===== src/hdl/ldh_pkg.sv =====
// shared types and constants for the ligand distance histogram
package ldh_pkg;

    localparam int REG_W     = 20;
    localparam int DIST_W    = 21;
    localparam int COUNT_W   = 24;
    localparam int FRAME_W   = 20;
    localparam int REP_W     = 4;
    localparam int SEL_W     = 5;
    localparam int BIN_COUNT = 30;
    localparam int REP_SLOTS = 16;
    localparam int ADDR_W    = 5;
    localparam int BASE_W    = 9;

    // shared unit widths
    localparam int OPND_W = 44;
    localparam int ROOT_W = 22;
    localparam int REM_W  = 26;
    localparam int ITER_W = 5;
    localparam int SQRT_STEPS = 22;
    localparam int DIV_STEPS  = 21;

    localparam logic [DIST_W-1:0]  DIST_MAX  = '1;
    localparam logic [COUNT_W-1:0] COUNT_MAX = '1;
    localparam logic [FRAME_W-1:0] FRAME_MAX = '1;
    localparam logic [SEL_W-1:0]   NO_BIN    = 5'd30;
    localparam logic [SEL_W-1:0]   LAST_BIN  = 5'd29;

    // register indexes
    localparam logic [2:0] REG_BIN_START  = 3'd0;
    localparam logic [2:0] REG_BIN_WIDTH  = 3'd1;
    localparam logic [2:0] REG_AXIS_X     = 3'd2;
    localparam logic [2:0] REG_AXIS_Y1    = 3'd3;
    localparam logic [2:0] REG_AXIS_Y2    = 3'd4;
    localparam logic [2:0] REG_AXIS_Y3    = 3'd5;
    localparam logic [2:0] REG_SLAB_TOP   = 3'd6;
    localparam logic [2:0] REG_SLAB_BOT   = 3'd7;

    // commands and result kinds
    localparam logic CMD_ATOM  = 1'b0;
    localparam logic CMD_READ  = 1'b1;
    localparam logic KIND_BIN  = 1'b0;
    localparam logic KIND_READ = 1'b1;

    // shared unit modes
    localparam logic MODE_SQRT = 1'b0;
    localparam logic MODE_DIV  = 1'b1;

    typedef struct packed {
        logic start;
        logic mode;
    } t_unit_ctl;

    typedef struct packed {
        logic rd_en;
        logic wr_en;
    } t_hist_req;

endpackage


===== src/hdl/ldh_sqdiv.sv =====
// shared iterative compare-subtract unit: integer square root and division
module ldh_sqdiv import ldh_pkg::*; (
    input  logic               i_clk,
    input  logic               i_rst_n,
    input  t_unit_ctl          i_ctl,
    input  logic [OPND_W-1:0]  i_operand,
    input  logic [REG_W-1:0]   i_divisor,
    output logic               o_done,
    output logic [ROOT_W-1:0]  o_result
);

    logic              r_busy;
    logic              r_done;
    logic              r_mode;
    logic [OPND_W-1:0] r_val;
    logic [REM_W-1:0]  r_rem;
    logic [ROOT_W-1:0] r_res;
    logic [REG_W-1:0]  r_div;
    logic [ITER_W-1:0] r_cnt;

    logic [REM_W-1:0]  shifted;
    logic [REM_W-1:0]  trial;
    logic              ge;
    logic [ITER_W-1:0] last_step;

    always_comb begin
        if (r_mode == MODE_SQRT) begin
            shifted   = {r_rem[REM_W-3:0], r_val[OPND_W-1 -: 2]};
            trial     = {2'b00, r_res, 2'b01};
            last_step = ITER_W'(SQRT_STEPS - 1);
        end else begin
            shifted   = {r_rem[REM_W-2:0], r_val[OPND_W-1]};
            trial     = {6'b0, r_div};
            last_step = ITER_W'(DIV_STEPS - 1);
        end
        ge = (shifted >= trial);
    end

    always_ff @(posedge i_clk) begin
        if (!i_rst_n) begin
            r_busy <= 1'b0;
            r_done <= 1'b0;
        end else begin
            r_done <= 1'b0;
            if (i_ctl.start) begin
                r_busy <= 1'b1;
                r_mode <= i_ctl.mode;
                r_val  <= i_operand;
                r_div  <= i_divisor;
                r_rem  <= '0;
                r_res  <= '0;
                r_cnt  <= '0;
            end else if (r_busy) begin
                r_rem <= ge ? (shifted - trial) : shifted;
                r_res <= {r_res[ROOT_W-2:0], ge};
                r_val <= (r_mode == MODE_SQRT) ? {r_val[OPND_W-3:0], 2'b00}
                                               : {r_val[OPND_W-2:0], 1'b0};
                r_cnt <= r_cnt + 1'b1;
                if (r_cnt == last_step) begin
                    r_busy <= 1'b0;
                    r_done <= 1'b1;
                end
            end
        end
    end

    assign o_done   = r_done;
    assign o_result = r_res;

endmodule


===== config.mk =====
export PLATFORM = sky130hd
export DESIGN_NAME = ldh_sqdiv
export DESIGN_NICKNAME = d
export VERILOG_FILES = /design/src/hdl/ldh_pkg.sv /design/src/hdl/ldh_sqdiv.sv
export SDC_FILE = /design/constraint.sdc
export NUM_CORES = 1
export LEC_CHECK = 0
export ABC_CLOCK_PERIOD_IN_PS = 10540
export BUFFER_PORTS_ARGS = -buffer_cell sky130_fd_sc_hd__buf_2
export CORE_ASPECT_RATIO = 0.7
export CORE_MARGIN = 10
export CORE_UTILIZATION = 30
export CTS_CLUSTER_DIAMETER = 100
export DETAILED_ROUTE_END_ITERATION = 6
export HOLD_SLACK_MARGIN = 0.05
export PLACE_DENSITY_LB_ADDON = 0.08
export SLEW_MARGIN = 5
export SYNTH_ARGS = -nofsm -noshare
export SYNTH_HDL_FRONTEND = slang
export SYNTH_SLANG_ARGS = --single-unit

===== constraint.sdc =====
create_clock -name i_clk -period 10.54 [get_ports i_clk]
set_clock_uncertainty 0.2 [all_clocks]
set_input_delay 1.581 -clock i_clk [delete_from_list [all_inputs] [get_ports i_clk]]
set_output_delay 1.581 -clock i_clk [all_outputs]
set_load 0.01 [all_outputs]

=== Word level (Yosys, flattened, before mapping) ===
Index checks and enable logic that the tools add are counted.

* Memories: 0
* Word-level logic and storage cells: 32
* Bits in latches: 0
* Register bits: 119
* Bits in read-only memories: 0
* Input port bits: 68
* Memory bits (writable): 0

* Muxes and demuxes: 14
* Reductions and logical operators: 4
* $add $sub $neg: 2
* Bitwise gates (word level): 2
* $mul: 0
* Equal/unequal tests: 1
* Div/mod/pow operators: 0
* Shift-type cells: 0
* Order comparisons: 1

{| class="wikitable"
|+ Operators by type and width
! kind !! count
|-
| $mux W44 || 3
|-
| $mux W25 || 2
|-
| $ge A26 B24 Y1 || 1
|-
| $mux W26 || 1
|-
| $sub A25 B24 Y25 || 1
|-
| $mux W24 || 1
|-
| $mux W22 || 1
|-
| $add A5 B1 Y5 const B || 1
|-
| $eq A5 B5 Y1 || 1
|-
| $mux W1 || 5
|-
| $mux W5 || 1
|-
| $reduce_and A2 Y1 || 2
|-
| $reduce_or A3 Y1 || 1
|-
| $not A1 Y1 || 2
|-
| $reduce_bool A2 Y1 || 1
|}

=== Longest topological paths before layout ===
* Word-level depth: 5
* Gate-level depth with buffers: 15

=== Worst setup path after synthesis ===
Ideal clock, no wire load.

* Path kind: input -> register
* Start: input i_ctl[1] in the netlist's numbering
* End: register r_res[0], in the netlist o_result[0], enable pin
* Slack: 5.551 ns
* Arrival: 4.326 ns
* Setup time: 0.463 ns
* Data required time: 9.877 ns
* Stages: 3
* Buffers on the path: 2
* Cells stage by stage: clkbuf_1 clkbuf_1 o21a_1

* Cells in the longest elaborated chain, start to end: 2

{| class="wikitable"
|+ Ends and longest elaborated chain
! element !! line !! text
|-
| start, declared || ldh_sqdiv.sv:5 || <nowiki>input t_unit_ctl i_ctl,</nowiki>
|-
| $reduce_bool A2 Y1 (no source line) || n/a ||
|-
| $reduce_and A2 Y1 (no source line) || n/a ||
|-
| end signal, assigned || ldh_sqdiv.sv:55 || <nowiki>r_res <= {r_res[ROOT_W-2:0], ge};</nowiki>
|-
| end, declared || ldh_sqdiv.sv:17 || <nowiki>logic [ROOT_W-1:0] r_res;</nowiki>
|}

Every way passes these cells.
A chain may end at the register's enable or synchronous reset.

=== Worst setup path after layout ===
* Start: register r_mode
* End: register r_rem[24] (data pin)

* Cells in the longest elaborated chain, start to end: 4
* Elaborated cells on any way between the ends: 6
* Classes of those cells: 1 x add/sub; 1 x order compare; 4 x mux

{| class="wikitable"
|+ Ends and longest elaborated chain
! element !! line !! text
|-
| start, declared || ldh_sqdiv.sv:14 || <nowiki>logic r_mode;</nowiki>
|-
| start signal, assigned || ldh_sqdiv.sv:47 || <nowiki>r_mode <= i_ctl.mode;</nowiki>
|-
| $mux W26 or $mux W24 (tied branches) || ldh_sqdiv.sv:27 || <nowiki>if (r_mode == MODE_SQRT) begin</nowiki>
|-
| $sub A25 B24 Y25 or $ge A26 B24 Y1 (tied branches) || ldh_sqdiv.sv:54, ldh_sqdiv.sv:36 ||
|-
| $mux W25 * || ldh_sqdiv.sv:54 || <nowiki>r_rem <= ge ? (shifted - trial) : shifted;</nowiki>
|-
| $mux W25 * || ldh_sqdiv.sv:53 || <nowiki>end else if (r_busy) begin</nowiki>
|-
| end signal, assigned || ldh_sqdiv.sv:54 ||
|-
| end, declared || ldh_sqdiv.sv:16 || <nowiki>logic [REM_W-1:0] r_rem;</nowiki>
|}

Mark *: on every way between the ends. The rest lies on a longest branch, timed or not. The select of a mux whose other input is x is not followed.

==> results.py <==
metrics = {
    "place": {
        "gpl.final_weighted_congestion": 0.881,
        "dp_hpwl_mm": 12.9,
        "port_buffers": 90,
    },
    "power": {
        "power_uw": 1650,
        "p_per_area_nw_per_um2": 197,
        "power.internal_uw": 1150,
        "static-leakage-power_uw": 0.00336,
        "seq_power_share_pct": 36.1,
        "clkPwrFrac_pct": 39.0,
        "power.ir.vdd_worst_uv": 101,
        "sw_frac_of_total_pct": 30.5,
        "netSwitchingPower_uw": 503,
        "share_comb_of_total_power_pct": 24.9,
    },
    "clock_tree": {
        "numClockSinks": 119,
        "cts_inserted_buffers": 17,
        "cts_hold_repair.buffers": 0,
        "htree_num_levels": 4,
        "post-cts-setup-buffer-count": 0,
        "clock_insertion_delay_worst_skew_ns": 0.42,
        "cts-root-to-sink-buffers": 2,
        "cts.repair.resized": 0,
        "cts.root.buffer_cell": "clkbuf_16",
        "worst_setup_hold_path_clk_slew_ns": 0.06,
        "tritoncts": "built",
    },
    "drt": {
        "finalWirelength_mm": 18.3,
        "drt-pass1-iter-count": 5,
        "avgRoutedWirePerCell_microns": 17.6,
        "drt_iter0_drc": 305,
        "routed-via-count": 5086,
        "vias_per_cell": 4.90,
        "remaining_drc_errors": 0,
        "drtAntennaViolNets": 0,
    },
    "flow_run": {
        "cap_violations": 0,
    },
    "worst_setup_path": {
        "critPathCaptureType": "flop",
        "regToRegSetupSlack_ns": 6.26,
        "worstRegToRegCells": 12,
        "crit_type": "flop to flop",
        "timing.rr.end": "r_rem[24]",
        "crit_reg_reg_startpoint": "r_mode",
        "timing.critical_path.fanout_max": 51,
        "type_of_origin_of_the_critical_path": "flop",
        "cp.arrival_ns": 4.24,
        "required_ns": 10.50,
    },
    "floorplanning": {
        "fp.coreArea_sq_um": 22800,
        "initial_core_util_pct": 30.8,
        "floorplan.io_pins": 91,
        "die_w_microns": 203,
        "dieArea_sq_um": 30100,
        "placement_rows": 46,
        "die-height_microns": 148,
    },
    "logic_synthesis": {
        "ys_seq_area_share_pct": 50.5,
        "netlist_area_before_placement_sq_um": 7030,
        "synth.distinct_cells": 58,
        "synth_async_sr_flop_share_pct": 0,
        "post_synthesis_register_bit_count": 119,
        "yosys_most_used_dff": "edfxtp_1",
        "synth.yosys.warnings": 0,
        "yosysTopAreaCellShare_pct": 50.0,
        "synthesis.nets": 728,
        "synth_area_per_inst_sq_um": 11.1,
        "postSynthCellCount": 634,
        "yosys.area.top_type": "edfxtp_1",
        "post_synth_main_area_contributors": "edfxtp_1 50%, mux2i_1 10%, ha_1 4.4%",
        "synth_enable_flop_cells": 117,
    },
    "cells_and_area": {
        "ant_diodes": 0,
        "area_delta_synth_final_pct": 19.2,
        "design.final.nets": 807,
        "drive_gt1_share_pct": 21.9,
    },
    "timing": {
        "tightestPinTransition_ns": 1.04,
        "final_min_period_over_clock_period_pct": 40.6,
        "finalHoldViolCount": 0,
        "grt_setup_unrepaired": "no",
        "maxClockFrequency_mhz": 233,
        "setup_tns_final_ns": 0,
        "finalSetupViolCount": 0,
        "finalCriticalPeriod_ns": 4.28,
        "final_max_slew_viol_count": 0,
        "timing.max_slew.rel_slack_pct": 30.6,
    },
    "global_route": {
        "grt.total_usage_pct": 12.2,
        "first_global_vias": 5187,
        "grt_first_pass_wirelength_mm": 29.1,
        "gr-total-overflow": 0,
        "antenna_violations_before_repair": 0,
        "pin_count_of_the_biggest_net_entering_global_routing": 86,
    },
    "min_path": {
        "timing.hold.worst.start": "r_busy",
        "worst_hold_path.num_cells": 2,
        "hp-class": "flop to flop",
        "hold_worst_path_end": "o_done",
    },
    "run_status": {
        "result_of_the_run": "complete, no violations",
    },
}
## kinds of logic (layout without fill, tap and decap cells)
family / count (synthesis) / count (layout) / share of synthesized area, %
compound gates: 141 / 141 / 12.5
xor+xnor: 19 / 19 / 2.37
fa+ha+maj: 26 / 26 / 4.73
buf+inv: 45 / 137 / 3.19
mux: 96 / 96 / 14.1
flops: 119 / 119 / 50.5
simple gates: 188 / 188 / 12.6
## synth_stat cells (all sizes together) (7+ instances only)
library cell	number
mux2i	73
a21oi	32
nor3	12
inv	8
nor2	30
o21a	7
nand3	7
nor2b	25
clkbuf	22
xor2	12
ha	25
o21ai	61
xnor2	7
nand2	82
nand2b	9
edfxtp	117
buf	15
mux2	23
## flip-flops by register name, summed over array words and instances (netlist names)
name      cells
r_val        44
r_rem        25
o_result     22
r_div        20
r_cnt         5
o_done        1
r_busy        1
r_mode        1
## cells in the final DEF, fill, tap and decap left out, types with 4 or more instances in the layout
cell type  netlist  routed
o2bb2ai_1        4       4
a21o_1           5       5
nor2b_1         25      25
bufinv_16        0       4
nand4_1          5       5
inv_1            8       8
nor2_1          30      30
clkbuf_16        0      17
nand3_1          7       7
xor2_1          12      12
nor3_1          12      12
xnor2_1          7       7
nand2_1         82      82
o21a_1           7       6
o21ai_0         59      59
nand2b_1         9       9
mux2i_1         73      73
mux2_2          23      23
inv_6            0       5
and2_1           6       6
edfxtp_1       117     117
buf_4            0       8
a21oi_1         32      32
ha_1            25      25
buf_2            7      89
## final cells by class
type	count	area (sq um)
timing repair buffer	97	505
clock buffer	18	429
multi-input combinational	470	3260
clock inverter	14	211
inverter	8	30.0
fill	2262	14500
sequential	119	3550
tap	312	390
## metrics by stage
step	worst slack, ns	instance area (sq um)	hold slack (ns)	utilization (%)	cells
5_1_grt	5.97	8380	0.285	36.7	1038
2_1_floorplan	5.55	7030	0.221	-	634
6_report	6.26	8380	0.265	36.7	1038
3_3_place_gp	6.33	7740	0.250	33.9	1006
4_1_cts	6.24	8380	0.264	36.7	1038
3_5_place_dp	6.23	7740	0.252	33.9	1006
## worst max-delay path: stages, from the launching register on
cell and delay (ns):
edfxtp_1 0.34, buf_4 0.58, mux2i_1 0.21, ha_1 0.27
fa_1 0.41, nor2b_1 0.17, o31a_1 0.19, o21ai_1 0.13
o21ai_2 0.29, a41o_1 0.50, buf_4 0.36, o2111ai_1 0.19
mux2i_1 0.15
## metal layers
layer	vias up	part of all wire (%)	track usage [%]	routed length (microns)
li1	2526	-	-	-
met1	2425	53	18.2	9620
met2	119	42	16.9	7670
met3	16	4.3	2.65	786
met4	0	1.1	3.61	201
met5	-	0	0	0
## power groups by stage
stage          clock network (uW)  registers (uW)  logic [uW]
2_1_floorplan                   0             602         312
3_3_place_gp                    0             607         409
3_5_place_dp                    0             607         408
4_1_cts                       659             597         411
5_1_grt                       682             602         458
6_report                      644             597         411
## how the worst max path moves through the flow
stage | start | end | slack (ns) | cells after the start
after floorplan | i_ctl[1] | o_result[0] | 5.55 | 3
final | r_mode | r_rem[24] | 6.26 | 12
after global routing | r_mode | r_rem[24] | 5.97 | 12
after CTS | r_mode | r_rem[24] | 6.24 | 12
after detailed placement | r_mode | r_rem[24] | 6.23 | 12
after global placement | r_mode | r_rem[24] | 6.33 | 11
(Power assumes the default switching activity.)
